**src/sv/acirfe_pkg.sv**
```systemverilog
// types, constants and frame byte coding for the ir frame pulse encoder
`default_nettype none

package acirfe_pkg;

  localparam int FRAME_LEN  = 14;
  localparam int FRAME_BITS = FRAME_LEN * 8;
  localparam int ADDR_W     = $clog2(FRAME_LEN);
  localparam int PAIR_W     = 7;
  localparam int BIT_W      = 3;
  localparam int TIME_W     = 16;

  localparam logic [ADDR_W-1:0] LAST_ADDR = ADDR_W'(FRAME_LEN - 1);
  localparam logic [PAIR_W-1:0] FIRST_DATA_PAIR = PAIR_W'(1);
  localparam logic [PAIR_W-1:0] LAST_DATA_PAIR  = PAIR_W'(FRAME_BITS);

  // command codes
  localparam logic CMD_LOAD = 1'b0;
  localparam logic CMD_NEXT = 1'b1;

  // register indexes on the config port
  typedef enum logic [2:0] {
    REG_HEADER_MARK  = 3'd0,
    REG_HEADER_SPACE = 3'd1,
    REG_BIT_MARK     = 3'd2,
    REG_ONE_SPACE    = 3'd3,
    REG_ZERO_SPACE   = 3'd4,
    REG_GAP          = 3'd5
  } reg_index_t;

  localparam logic [TIME_W-1:0] RST_HEADER_MARK  = 16'd3000;
  localparam logic [TIME_W-1:0] RST_HEADER_SPACE = 16'd1650;
  localparam logic [TIME_W-1:0] RST_BIT_MARK     = 16'd500;
  localparam logic [TIME_W-1:0] RST_ONE_SPACE    = 16'd1050;
  localparam logic [TIME_W-1:0] RST_ZERO_SPACE   = 16'd325;
  localparam logic [TIME_W-1:0] RST_GAP          = 16'd30000;

  // kind of pair in flight
  typedef enum logic [1:0] {
    PAIR_HEADER,
    PAIR_DATA,
    PAIR_FOOTER
  } pair_kind_t;

  // mode input codes
  localparam logic [2:0] MODE_AUTO = 3'd0;
  localparam logic [2:0] MODE_COOL = 3'd1;
  localparam logic [2:0] MODE_DRY  = 3'd2;
  localparam logic [2:0] MODE_FAN  = 3'd3;
  localparam logic [2:0] MODE_HEAT = 3'd4;

  // mode codes on the air
  localparam logic [7:0] MCODE_AUTO = 8'd8;
  localparam logic [7:0] MCODE_COOL = 8'd3;
  localparam logic [7:0] MCODE_DRY  = 8'd2;
  localparam logic [7:0] MCODE_FAN  = 8'd7;
  localparam logic [7:0] MCODE_HEAT = 8'd1;

  // fan codes on the air
  localparam logic [7:0] FCODE_AUTO = 8'd0;
  localparam logic [7:0] FCODE_LOW  = 8'd2;
  localparam logic [7:0] FCODE_MED  = 8'd3;
  localparam logic [7:0] FCODE_HIGH = 8'd5;

  // fixed frame bytes
  localparam logic [7:0] BYTE0      = 8'h23;
  localparam logic [7:0] BYTE1      = 8'hCB;
  localparam logic [7:0] BYTE2      = 8'h26;
  localparam logic [7:0] BYTE3      = 8'h01;
  localparam logic [7:0] BYTE5_BASE = 8'h20;
  localparam logic [7:0] POWER_BIT  = 8'h04;
  localparam logic [7:0] BYTE8_BASE = 8'h40;
  localparam logic [7:0] SWING_BITS = 8'h38;
  localparam logic [7:0] TEMP_MIN   = 8'd16;
  localparam logic [7:0] TEMP_MAX   = 8'd31;
  localparam logic [7:0] NIBBLE     = 8'h0F;
  localparam logic [7:0] CSUM_BASE  = 8'((BYTE0 + BYTE1 + BYTE2 + BYTE3) & 9'h0FF);

  // frame byte addresses
  localparam logic [ADDR_W-1:0] ADDR_B0    = ADDR_W'(0);
  localparam logic [ADDR_W-1:0] ADDR_B1    = ADDR_W'(1);
  localparam logic [ADDR_W-1:0] ADDR_B2    = ADDR_W'(2);
  localparam logic [ADDR_W-1:0] ADDR_B3    = ADDR_W'(3);
  localparam logic [ADDR_W-1:0] ADDR_POWER = ADDR_W'(5);
  localparam logic [ADDR_W-1:0] ADDR_MODE  = ADDR_W'(6);
  localparam logic [ADDR_W-1:0] ADDR_TEMP  = ADDR_W'(7);
  localparam logic [ADDR_W-1:0] ADDR_FAN   = ADDR_W'(8);
  localparam logic [ADDR_W-1:0] ADDR_CSUM  = ADDR_W'(FRAME_LEN - 1);

  // settings captured on a load
  typedef struct packed {
    logic       power_on;
    logic [2:0] ac_mode;
    logic [1:0] fan_speed;
    logic       swing_on;
    logic [7:0] temperature_c;
  } settings_t;

  // read request into the frame store
  typedef struct packed {
    logic              en;
    logic [ADDR_W-1:0] addr;
  } rd_req_t;

  function automatic logic [7:0] mode_code(input logic [2:0] mode);
    logic [7:0] code;
    case (mode)
      MODE_COOL: code = MCODE_COOL;
      MODE_DRY:  code = MCODE_DRY;
      MODE_FAN:  code = MCODE_FAN;
      MODE_HEAT: code = MCODE_HEAT;
      default:   code = MCODE_AUTO;
    endcase
    return code;
  endfunction

  function automatic logic [7:0] fan_byte(input settings_t s);
    logic [7:0] fan;
    case (s.fan_speed)
      2'd1:    fan = FCODE_LOW;
      2'd2:    fan = FCODE_MED;
      2'd3:    fan = FCODE_HIGH;
      default: fan = FCODE_AUTO;
    endcase
    // fan-only mode always runs the fan high
    if (mode_code(s.ac_mode) == MCODE_FAN) fan = FCODE_HIGH;
    return BYTE8_BASE | fan | (s.swing_on ? SWING_BITS : 8'h00);
  endfunction

  function automatic logic [7:0] temp_byte(input logic [7:0] temp);
    logic [7:0] t;
    t = temp;
    if (t < TEMP_MIN) t = TEMP_MIN;
    if (t > TEMP_MAX) t = TEMP_MAX;
    return (TEMP_MAX - t) & NIBBLE;
  endfunction

  function automatic logic [7:0] power_byte(input settings_t s);
    return BYTE5_BASE | (s.power_on ? POWER_BIT : 8'h00);
  endfunction

  // one byte of the frame for a given address
  function automatic logic [7:0] frame_byte(input logic [ADDR_W-1:0] addr,
                                            input settings_t s);
    logic [7:0] b;
    case (addr)
      ADDR_B0:    b = BYTE0;
      ADDR_B1:    b = BYTE1;
      ADDR_B2:    b = BYTE2;
      ADDR_B3:    b = BYTE3;
      ADDR_POWER: b = power_byte(s);
      ADDR_MODE:  b = mode_code(s.ac_mode) & NIBBLE;
      ADDR_TEMP:  b = temp_byte(s.temperature_c);
      ADDR_FAN:   b = fan_byte(s);
      ADDR_CSUM:  b = CSUM_BASE + power_byte(s) + (mode_code(s.ac_mode) & NIBBLE)
                      + temp_byte(s.temperature_c) + fan_byte(s);
      default:    b = 8'h00;
    endcase
    return b;
  endfunction

endpackage

`default_nettype wire

```
**src/sv/ac_ir_frame_pulse_encoder.sv**
```systemverilog
// top level of the ir air-conditioner frame pulse encoder
`default_nettype none

// Takes one word per cycle while in_stall is low and returns at most one
// mark/space pair per word, via the frame store read and output register.
// A load word (command 0) captures the settings and returns the header pair;
// each next word (command 1) returns the next pair: 112 data bits LSB-first
// from byte 0, then the footer pair with last_pair set. A next word while no
// frame is in progress returns nothing. The 14-byte frame lives in a
// one-read one-write memory; after a load it is written one byte per cycle,
// which always stays ahead of the bit reads. Timing registers should be
// written through the cfg port only while the block is idle; the block does
// not enforce this. cfg_ready is always high.

module ac_ir_frame_pulse_encoder
  import acirfe_pkg::*;
(
  input  wire logic              clk,
  input  wire logic              rst,
  // input words
  input  wire logic              in_valid,
  output logic                   in_stall,
  input  wire logic              command,
  input  wire logic              power_on,
  input  wire logic [2:0]        ac_mode,
  input  wire logic [1:0]        fan_speed,
  input  wire logic              swing_on,
  input  wire logic [7:0]        temperature_c,
  // output words
  output logic                   out_valid,
  input  wire logic              out_stall,
  output logic [TIME_W-1:0]      mark_us,
  output logic [TIME_W-1:0]      space_us,
  output logic                   last_pair,
  // config writes
  input  wire logic              cfg_valid,
  output logic                   cfg_ready,
  input  wire logic [2:0]        cfg_index,
  input  wire logic [TIME_W-1:0] cfg_data
);

  logic [TIME_W-1:0] header_mark_us;
  logic [TIME_W-1:0] header_space_us;
  logic [TIME_W-1:0] bit_mark_us;
  logic [TIME_W-1:0] one_space_us;
  logic [TIME_W-1:0] zero_space_us;
  logic [TIME_W-1:0] gap_us;

  logic [PAIR_W-1:0] pair_index;
  logic              sending;
  logic              accept;
  logic              is_load;
  logic              is_data;
  logic [PAIR_W-1:0] bit_k;

  logic              s1_valid;
  pair_kind_t        s1_kind;
  logic [BIT_W-1:0]  s1_bit;
  logic              s1_adv;

  settings_t         settings;
  rd_req_t           rd;
  logic [7:0]        rd_data;

  logic [TIME_W-1:0] mark_next;
  logic [TIME_W-1:0] space_next;
  logic              last_next;

  // config registers
  assign cfg_ready = 1'b1;

  always_ff @(posedge clk) begin
    if (rst) begin
      header_mark_us  <= RST_HEADER_MARK;
      header_space_us <= RST_HEADER_SPACE;
      bit_mark_us     <= RST_BIT_MARK;
      one_space_us    <= RST_ONE_SPACE;
      zero_space_us   <= RST_ZERO_SPACE;
      gap_us          <= RST_GAP;
    end else if (cfg_valid && cfg_ready) begin
      case (cfg_index)
        REG_HEADER_MARK:  header_mark_us  <= cfg_data;
        REG_HEADER_SPACE: header_space_us <= cfg_data;
        REG_BIT_MARK:     bit_mark_us     <= cfg_data;
        REG_ONE_SPACE:    one_space_us    <= cfg_data;
        REG_ZERO_SPACE:   zero_space_us   <= cfg_data;
        REG_GAP:          gap_us          <= cfg_data;
        default: ;
      endcase
    end
  end

  // handshake and word decode
  assign s1_adv   = s1_valid && (!out_valid || !out_stall);
  assign in_stall = s1_valid && out_valid && out_stall;
  assign accept   = in_valid && !in_stall;
  assign is_load  = (command == CMD_LOAD);
  assign is_data  = (pair_index >= FIRST_DATA_PAIR) && (pair_index <= LAST_DATA_PAIR);
  assign bit_k    = pair_index - 1'b1;

  assign settings = '{power_on:      power_on,
                      ac_mode:       ac_mode,
                      fan_speed:     fan_speed,
                      swing_on:      swing_on,
                      temperature_c: temperature_c};

  assign rd.en   = accept && !is_load && sending && is_data;
  assign rd.addr = ADDR_W'(bit_k >> BIT_W);

  acirfe_frame_store u_store (
    .clk      (clk),
    .rst      (rst),
    .load     (accept && is_load),
    .settings (settings),
    .rd       (rd),
    .rd_data  (rd_data)
  );

  // frame progress and pipeline valids
  always_ff @(posedge clk) begin
    if (rst) begin
      pair_index <= '0;
      sending    <= 1'b0;
      s1_valid   <= 1'b0;
      out_valid  <= 1'b0;
    end else begin
      if (accept) begin
        if (is_load) begin
          pair_index <= FIRST_DATA_PAIR;
          sending    <= 1'b1;
        end else if (sending) begin
          if (is_data) begin
            pair_index <= pair_index + 1'b1;
          end else begin
            pair_index <= '0;
            sending    <= 1'b0;
          end
        end
      end

      if (accept) begin
        s1_valid <= is_load || sending;
      end else if (s1_adv) begin
        s1_valid <= 1'b0;
      end

      if (s1_adv) begin
        out_valid <= 1'b1;
      end else if (!out_stall) begin
        out_valid <= 1'b0;
      end
    end
  end

  // stage one payload
  always_ff @(posedge clk) begin
    if (accept) begin
      if (is_load) begin
        s1_kind <= PAIR_HEADER;
      end else if (is_data) begin
        s1_kind <= PAIR_DATA;
      end else begin
        s1_kind <= PAIR_FOOTER;
      end
      s1_bit <= bit_k[BIT_W-1:0];
    end
  end

  // pair timing select
  always_comb begin
    mark_next  = bit_mark_us;
    space_next = gap_us;
    last_next  = 1'b0;
    case (s1_kind)
      PAIR_HEADER: begin
        mark_next  = header_mark_us;
        space_next = header_space_us;
      end
      PAIR_DATA: begin
        space_next = rd_data[s1_bit] ? one_space_us : zero_space_us;
      end
      PAIR_FOOTER: begin
        last_next = 1'b1;
      end
      default: begin
        last_next = 1'b1;
      end
    endcase
  end

  // output register
  always_ff @(posedge clk) begin
    if (s1_adv) begin
      mark_us   <= mark_next;
      space_us  <= space_next;
      last_pair <= last_next;
    end
  end

endmodule

`default_nettype wire

```
**src/sv/acirfe_frame_store.sv**
```systemverilog
// frame byte memory with a write sweep after each load and read forwarding
`default_nettype none

module acirfe_frame_store
  import acirfe_pkg::*;
(
  input  wire logic      clk,
  input  wire logic      rst,
  input  wire logic      load,
  input  wire settings_t settings,
  input  wire rd_req_t   rd,
  output logic [7:0]     rd_data
);

  logic [7:0]        mem [FRAME_LEN];
  settings_t         set_r;
  logic              sweep_on;
  logic [ADDR_W-1:0] wr_idx;
  logic [7:0]        wr_data;

  // settings held for the sweep
  always_ff @(posedge clk) begin
    if (load) begin
      set_r <= settings;
    end
  end

  // sweep counter, one byte per cycle
  always_ff @(posedge clk) begin
    if (rst) begin
      sweep_on <= 1'b0;
      wr_idx   <= '0;
    end else if (load) begin
      sweep_on <= 1'b1;
      wr_idx   <= '0;
    end else if (sweep_on) begin
      if (wr_idx == LAST_ADDR) begin
        sweep_on <= 1'b0;
      end else begin
        wr_idx <= wr_idx + 1'b1;
      end
    end
  end

  assign wr_data = frame_byte(wr_idx, set_r);

  // write port
  always_ff @(posedge clk) begin
    if (sweep_on) begin
      mem[wr_idx] <= wr_data;
    end
  end

  // read port, forwarding a byte written on the same edge
  always_ff @(posedge clk) begin
    if (rd.en) begin
      if (sweep_on && (wr_idx == rd.addr)) begin
        rd_data <= wr_data;
      end else begin
        rd_data <= mem[rd.addr];
      end
    end
  end

endmodule

`default_nettype wire

```
**config.mk**
```make
export PLATFORM = sky130hd
export DESIGN_NAME = ac_ir_frame_pulse_encoder
export DESIGN_NICKNAME = d
export VERILOG_FILES = /design/src/sv/acirfe_pkg.sv /design/src/sv/ac_ir_frame_pulse_encoder.sv /design/src/sv/acirfe_frame_store.sv
export SDC_FILE = /design/constraint.sdc
export NUM_CORES = 1
export LEC_CHECK = 0
export ABC_CLOCK_PERIOD_IN_PS = 11800
export BUFFER_PORTS_ARGS = -buffer_cell sky130_fd_sc_hd__buf_2
export CAP_MARGIN = 10
export CELL_PAD_IN_SITES_DETAIL_PLACEMENT = 0
export CELL_PAD_IN_SITES_GLOBAL_PLACEMENT = 1
export CORE_MARGIN = 10
export CORE_UTILIZATION = 45
export CTS_CLUSTER_SIZE = 16
export DETAILED_ROUTE_END_ITERATION = 10
export PLACE_DENSITY = 0.72
export SKIP_LAST_GASP = 1
export SLEW_MARGIN = 10
export SYNTH_ARGS = -nofsm -noshare
export SYNTH_HDL_FRONTEND = slang
export SYNTH_SLANG_ARGS = --single-unit
```
**constraint.sdc**
```tcl
create_clock -name clk -period 11.8 [get_ports clk]
set_clock_uncertainty 0.05 [all_clocks]
set_input_delay 1.18 -clock clk [delete_from_list [all_inputs] [get_ports clk]]
set_output_delay 1.18 -clock clk [all_outputs]
set_load 0.01 [all_outputs]
```
==> results of run 1 <==
per-layer routing:
metal / vias to the layer above / share of wire [%] / routed length, um
li1: 4097 / - / -
met3: 42 / 5.8 / 1771
met4: 0 / 2.7 / 814
met5: - / 0 / 0
met2: 220 / 49 / 14840
met1: 4013 / 42 / 12880
cell usage in the layout, fill, tap and decap left out, drive strengths merged, types with 13 or more instances in the layout:
master,n
a211oi,13
clkbuf,45
mux2i,28
dfxtp,111
nand3b,35
inv,32
nand2,272
and3,19
nor3,14
o21ai,53
a31oi,17
nand3,18
edfxtp,173
mux2,19
nor2,41
ha,23
a21oi,85
buf,85
synthesized netlist by cell type, types with 23 or more instances:
cell type | n | share of area, %
sky130_fd_sc_hd__inv_1 | 32 | 0.97
sky130_fd_sc_hd__clkbuf_1 | 58 | 1.8
sky130_fd_sc_hd__edfxtp_1 | 173 | 42
sky130_fd_sc_hd__a21oi_1 | 84 | 3.4
sky130_fd_sc_hd__nand3b_1 | 35 | 2.1
sky130_fd_sc_hd__ha_1 | 23 | 2.3
sky130_fd_sc_hd__o21ai_0 | 51 | 2.1
sky130_fd_sc_hd__dfxtp_1 | 111 | 18
sky130_fd_sc_hd__mux2i_1 | 27 | 2.2
sky130_fd_sc_hd__nand2_1 | 272 | 8.3
sky130_fd_sc_hd__nor2_1 | 41 | 1.2
worst min path at each step:
stage | from | to | cells after the start
final | bit_mark_us[1] | bit_mark_us[1] | 2
after global routing | header_space_us[0] | header_space_us[0] | 2
after detailed placement | header_space_us[0] | header_space_us[0] | 2
after floorplan | header_mark_us[0] | header_mark_us[0] | 2
after global placement | header_space_us[15] | header_space_us[15] | 2
after CTS | header_space_us[0] | header_space_us[0] | 2
cell families after synthesis:
kind of cell / synth area share, %
compound gates: 10.87
fa+ha+maj: 3.140
buf+inv: 3.444
mux: 5.490
simple gates: 15.52
flops: 60.04
xor+xnor: 1.469
other cells: 0.03036
flip-flops by register name, summed over array words and instances, names as in the netlist:
register          count
pair_index            7
out_valid             1
s1_kind               2
s1_valid              1
u_store.mem         112
header_mark_us       16
sending               1
mark_us              16
u_store.sweep_on      1
one_space_us         16
u_store.rd_data       8
u_store.set_r        15
header_space_us      16
s1_bit                3
last_pair             1
gap_us               16
zero_space_us        16
u_store.wr_idx        4
space_us             16
bit_mark_us          16
through the flow:
stage / hold slack [ns] / cell area, sq um / utilization (%)
4_1_cts: 0.4022 / 13830 / 51.31
3_3_place_gp: 0.3883 / 12950 / 48.04
5_1_grt: 0.4199 / 13840 / 51.35
3_5_place_dp: 0.3936 / 12950 / 48.04
6_report: 0.4009 / 13840 / 51.35
2_1_floorplan: 0.3829 / 12350 / -
area by class of cell:
| type | instances | share of cell area (%) |
|---|---|---|
| Clock buffer | 45 | 5.967 |
| Clock inverter | 6 | 0.4159 |
| Inverter | 32 | 0.8679 |
| Multi-Input combinational cell | 744 | 32.80 |
| Sequential cell | 284 | 53.59 |
| Tap cell | 341 | 3.083 |
| Timing Repair Buffer | 85 | 3.273 |
worst reg2reg max path, delay by kind of cell, from the launching register on:
family,cells,cell delay [ns]
fa+ha+maj,5,2.03
compound gates,5,1.56
xor+xnor,1,0.08
simple gates,1,0.44
flops,1,0.35
buf+inv,2,0.18
power by group through the flow:
stage               logic [mW]  clock network (mW)  registers [mW]
floorplan                0.123                   0            1.11
CTS                      0.180               0.884            1.09
global route             0.200               0.924            1.09
finish                   0.179               0.866            1.09
global placement         0.177                   0            1.11
detailed placement       0.179                   0            1.11
==> metrics.txt, run 1 <==
Reg power frac=51.1%; Critical path destination=u_store.rd_data[6]; layout overhead on the synthesized area=12.03%; final instance count without filler cells=1537; clock root buffer=sky130_fd_sc_hd__clkbuf_16; internal reg-to-reg setup slack=6.95 ns; nets in the synthesized netlist=1201; number of flops mapped to enable cells by yosys=173; horizontal die dimension=185.7 um; sw power=0.4936 mW; number of remaining DRC errors=0; final weighted congestion in routability-driven placement=0.8236; pin slew with the least headroom to its limit=1.248 ns; cell depth of the worst setup path=14; Via Count=8372; Leak=5.140 nW; GRT Max-Usage Layer=met2; FF+latch area=7417 sq um; antenna fix cells=0; Power Density=154.4 nW/um^2; met2 usage in global routing=30.37%; Worst Setup Slack, final=6.947 ns; Max VDD drop=140.7 uV; RSZ-0062 raised after global routing=no; CP cell instances=or3_1, a21o_1, fa_1, fa_1, fa_1, inv_1, ha_1, fa_1, a21o_1, a21oi_1, xor2_1, o22ai_1, inv_1, o22ai_2; most instantiated flip-flop cell in the synthesis netlist=sky130_fd_sc_hd__edfxtp_1; total of cells resized after clock tree synthesis=0; Layout Nets=1244; required time reported for the critical path endpoint=12.13 ns; initial antenna violation count=0; TritonCTS clock tree=built; max incr delay on CP=0.81 ns; post-CTS setup buffer count=0; global routing usage on met3=2.808%; Rel. slew slack=16.50%; cell with the largest stage delay on the worst path=sky130_fd_sc_hd__o22ai_1; count of final hold-check violations=0; final-layout fill cell count=2410; MaxCap Viol Count=0; fin crit share=41.12%; Initial Utilization=45.84%; unique cell type count in the Yosys netlist=65; Clk Latency, worst-skew pair=0.54 ns; worst path arrival time=5.19 ns; Final Slew Violations=0; via count of the first global-routing pass=8274; power consumption=2.137 mW; critical register-to-register path endpoint=u_store.rd_data[6]; CTS Hold Bufs=0; clock network fraction of design power=40.5%; CTS H-tree lvls=1; CTS Buf Count=29; antenna-violating nets left=0; count of routing violations after the opening detailed-route iteration=548; Std-Cell Rows=60; area of the mapped netlist=12350 sq um; Worst setup startpoint=u_store.set_r[5]; IO Count=76; number of cell instances on the worst register-to-register path=14; HP Class=flip-flop to flip-flop; GRT met1 Usage=21.83%; first-pass GRT wire length=47.08 mm; die height=185.7 um; count of port buffers added during placement=74; buffering stage count on the worst path with inverters included=2; run status=finished, final reports clean; maximum number of pins on one net before global-route repair=92; final critical-path required period=4.853 ns; Crit. End Element=flip-flop; Clk pin slew, worst setup/hold paths=0.06 ns; Clock Path Buffers=3; average wire length per cell after detail routing=19.72 um; all-layer global routing usage=17.44%; crit start category=flip-flop; post-synthesis area per instance=10.90 sq um; Worst path most repeated cell=sky130_fd_sc_hd__fa_1; setup violation total in the final timing report=0; Max Fanout on Critical Path=15; clock net sink count=284; RR Startpoint=u_store.set_r[5]; max frequency=0.2061 GHz; drt total wl=30.31 mm; critical path start-end classification=flip-flop to flip-flop; routed via count divided by cell count=5.447; fraction of layout instances using a drive strength above 1=14.21%; total congestion overflow=0; Placeable Area=26950 sq um; delay-heaviest family, CP=adder cells; number of iterations in the first detailed-routing pass=5; warnings from Yosys=0; Yosys reg bits=284; combinational group share of total power=8.4%; pre-CTS setup slack=6.955 ns; cell count after synthesis=1133; internal cell power=1.643 mW; Net Sw Frac=23.10%; area used by multi-input combinational logic=4539 sq um; fraction of registers with async set/reset=0%; DP Cell Count=1485; Seq/Total Area, Yosys=60.04%; TNS Setup=0 ns; post-detailed-placement half-perimeter wirelength=18.97 mm; floorplan die area=34480 sq um
Note: power is estimated with default switching activity, not from simulation.
==> inputs of run 2 (changes only) <==
--- a/config.mk
+++ b/config.mk
@@ -5,7 +5,7 @@
 export SDC_FILE = /design/constraint.sdc
 export NUM_CORES = 1
 export LEC_CHECK = 0
-export ABC_CLOCK_PERIOD_IN_PS = 11800
+export ABC_CLOCK_PERIOD_IN_PS = 4700
 export BUFFER_PORTS_ARGS = -buffer_cell sky130_fd_sc_hd__buf_2
 export CAP_MARGIN = 10
 export CELL_PAD_IN_SITES_DETAIL_PLACEMENT = 0
==> constraint.sdc (replaced) <==
create_clock -name clk -period 4.7 [get_ports clk]
set_clock_uncertainty 0.05 [all_clocks]
set_input_delay 0.47 -clock clk [delete_from_list [all_inputs] [get_ports clk]]
set_output_delay 0.47 -clock clk [all_outputs]
set_load 0.01 [all_outputs]
==> run 2 against run 1 <==
Compared with the run above: via count rose by 1.2%; non-clock buffer count grew 6; critical path depth did not move; sequential cell count unchanged; first-iteration DRC count rose by 11%; worst setup slack worse by 6.6 ns; register-to-register slack got worse by 6.6 ns; cell count rose by 0.72%; cell area increased by 0.49%; wire length grew 0.18%; highest routed layer unchanged.
==> metrics.txt, run 2 (synthesis gave the netlist of run 1 again) <==
run status=finished, final reports clean; antenna-violating nets left=0 (unchanged); final standard cell utilization of the core=51.60% (+0.25 points); count of routing violations after the opening detailed-route iteration=610 (+11%); first-pass GRT wire length=47.18 mm (+0.22%); Worst Setup Slack, final=0.3297 ns (-6.618 ns); CTS H-tree lvls=1 (unchanged); FF+latch area=7417 sq um (unchanged); required time reported for the critical path endpoint=5.04 ns (-7.09 ns); Via Count=8471 (+1.2%); most frequent standard cell in the layout excluding fill and tap cells=sky130_fd_sc_hd__nand2_1; IO Count=76 (unchanged); RSZ-0062 raised after global routing=no; Power Density=386.2 nW/um^2 (+150%); Max Fanout on Critical Path=4 (-11); sw power=1.262 mW (+160%); Net Sw Frac=23.49% (+0.38 points); flip-flop count of the largest register, all copies and words added=112 (unchanged); total cell area at the placement stage=13000 sq um (+0.41%); Rel. slew slack=18.73% (+2.2 points); Clk Latency, worst-skew pair=0.55 ns (about the same); maximum number of pins on one net before global-route repair=73 (-21%); Max VDD drop=310.4 uV (+120%); total congestion overflow=0 (unchanged); area used by multi-input combinational logic=4541 sq um (about the same); Reg power frac=51.0% (about the same); final instance count without filler cells=1548 (+0.72%); CTS Buf Count=30 (+3.4%); total of cells resized after clock tree synthesis=0 (unchanged); Layout Nets=1251 (+0.56%); floorplan die area=34480 sq um (unchanged); setup violation total in the final timing report=0 (unchanged); via count of the first global-routing pass=8210 (-0.77%); power consumption=5.371 mW (+150%); drt total wl=30.36 mm (+0.18%); clock root buffer=sky130_fd_sc_hd__clkbuf_16; largest reg by FF count=u_store.mem; count of port buffers added during placement=74 (unchanged); clock network fraction of design power=40.6% (about the same); fin crit share=92.98% (+52 points); horizontal die dimension=185.7 um (unchanged); final critical-path required period=4.370 ns (-0.4825 ns); TritonCTS clock tree=built; all-layer global routing usage=17.43% (about the same); worst path arrival time=4.71 ns (-0.48 ns); number of remaining DRC errors=0 (unchanged); layout overhead on the synthesized area=12.58%; critical path start-end classification=flip-flop to flip-flop; Final Slew Violations=0 (unchanged); final-layout fill cell count=2406 (-0.17%); Clk pin slew, worst setup/hold paths=0.06 ns (about the same); final weighted congestion in routability-driven placement=0.8182 (-0.66%); antenna fix cells=0 (unchanged); crit start category=flip-flop; Placeable Area=26950 sq um (unchanged); leading cell types in the layout, fill and taps excluded=sky130_fd_sc_hd__nand2_1 (272), sky130_fd_sc_hd__edfxtp_1 (173), sky130_fd_sc_hd__dfxtp_1 (111); CTS Hold Bufs=0 (unchanged); post-CTS setup buffer count=0 (unchanged); pre-CTS setup slack=0.3196 ns (-6.635 ns); pin slew with the least headroom to its limit=1.214 ns (-0.03416 ns); TNS Setup=0 ns (unchanged); HP Class=input port to flip-flop; Initial Utilization=45.84% (unchanged); number of iterations in the first detailed-routing pass=5 (unchanged); fraction of layout instances using a drive strength above 1=14.83% (+0.62 points); Std-Cell Rows=60 (unchanged); Clock Path Buffers=3 (unchanged); Crit. End Element=flip-flop; MaxCap Viol Count=0 (unchanged); initial antenna violation count=0 (unchanged); count of final hold-check violations=0 (unchanged); DP Cell Count=1492 (+0.47%); die height=185.7 um (unchanged); routed via count divided by cell count=5.472 (+0.46%); internal cell power=4.110 mW (+150%); post-detailed-placement half-perimeter wirelength=19.65 mm (+3.6%); average wire length per cell after detail routing=19.61 um (-0.53%); total non-filler cell area in the finished layout=13910 sq um (+0.49%); worst slack on hold paths=0.04136 ns (-0.3595 ns); Leak=5.193 nW (+1.0%); combinational group share of total power=8.4% (about the same); clock net sink count=284 (unchanged); max frequency=0.2288 GHz (+11%)
[run 2: cell count changes in the layout (fill, tap and decap cells not counted), moves of 2 or more]
cell and change:
sky130_fd_sc_hd__clkinv_1 +5, sky130_fd_sc_hd__clkinv_2 +4, sky130_fd_sc_hd__clkbuf_8 -2, sky130_fd_sc_hd__buf_4 +6, sky130_fd_sc_hd__clkbuf_16 +2, sky130_fd_sc_hd__clkbuf_1 -3
[run 2: area by class of cell]
class                      count  share of cell area [%]
clock buffer                  42                   6.019
clock inverter                14                  0.4858
inverter                      32                  0.8637
multi-input combinational    744                   32.65
sequential                   284                   53.33
tap                          341                   3.068
timing repair buffer          91                   3.581
[run 2: power by group through the flow]
| stage | sequential (mW) | combinational, mW | clock (mW) |
|---|---|---|---|
| 2_1_floorplan | 2.78 | 0.309 | 0 |
| 5_1_grt | 2.75 | 0.504 | 2.33 |
| 4_1_cts | 2.74 | 0.455 | 2.23 |
| 6_report | 2.74 | 0.450 | 2.18 |
| 3_5_place_dp | 2.79 | 0.453 | 0 |
| 3_3_place_gp | 2.79 | 0.450 | 0 |
[run 2: path summary, 6_finish.rpt]
kind / start / endpoint / slack [ns] / depth (start not counted)
worst max register to register: u_store.set_r[5] / u_store.rd_data[6] / 0.33 / 14
worst min-delay path: swing_on / u_store.set_r[8] / 0.04 / 1
worst max-delay path: u_store.set_r[5] / u_store.rd_data[6] / 0.33 / 14
worst min register to register: header_space_us[7] / header_space_us[7] / 0.40 / 2
[run 2: routing by layer]
| layer | vias up | track usage, % | part of all wire (%) |
|---|---|---|---|
| li1 | 4117 | - | - |
| met1 | 4098 | 23.05 | 45 |
| met2 | 213 | 29.06 | 47 |
| met3 | 43 | 2.808 | 5.4 |
| met4 | 0 | 4.644 | 2.2 |
| met5 | - | 0 | 0 |
[run 2: critical path: stages, from the launching register on]
cell	delay, ns
sky130_fd_sc_hd__edfxtp_1	0.35
sky130_fd_sc_hd__or3_1	0.43
sky130_fd_sc_hd__a21o_1	0.21
sky130_fd_sc_hd__fa_1	0.39
sky130_fd_sc_hd__fa_1	0.49
sky130_fd_sc_hd__fa_1	0.51
sky130_fd_sc_hd__inv_1	0.04
sky130_fd_sc_hd__ha_1	0.21
sky130_fd_sc_hd__fa_1	0.41
sky130_fd_sc_hd__a21o_1	0.19
sky130_fd_sc_hd__a21oi_1	0.18
sky130_fd_sc_hd__xor2_1	0.09
sky130_fd_sc_hd__o22ai_1	0.40
sky130_fd_sc_hd__inv_1	0.11
sky130_fd_sc_hd__o22ai_2	0.17
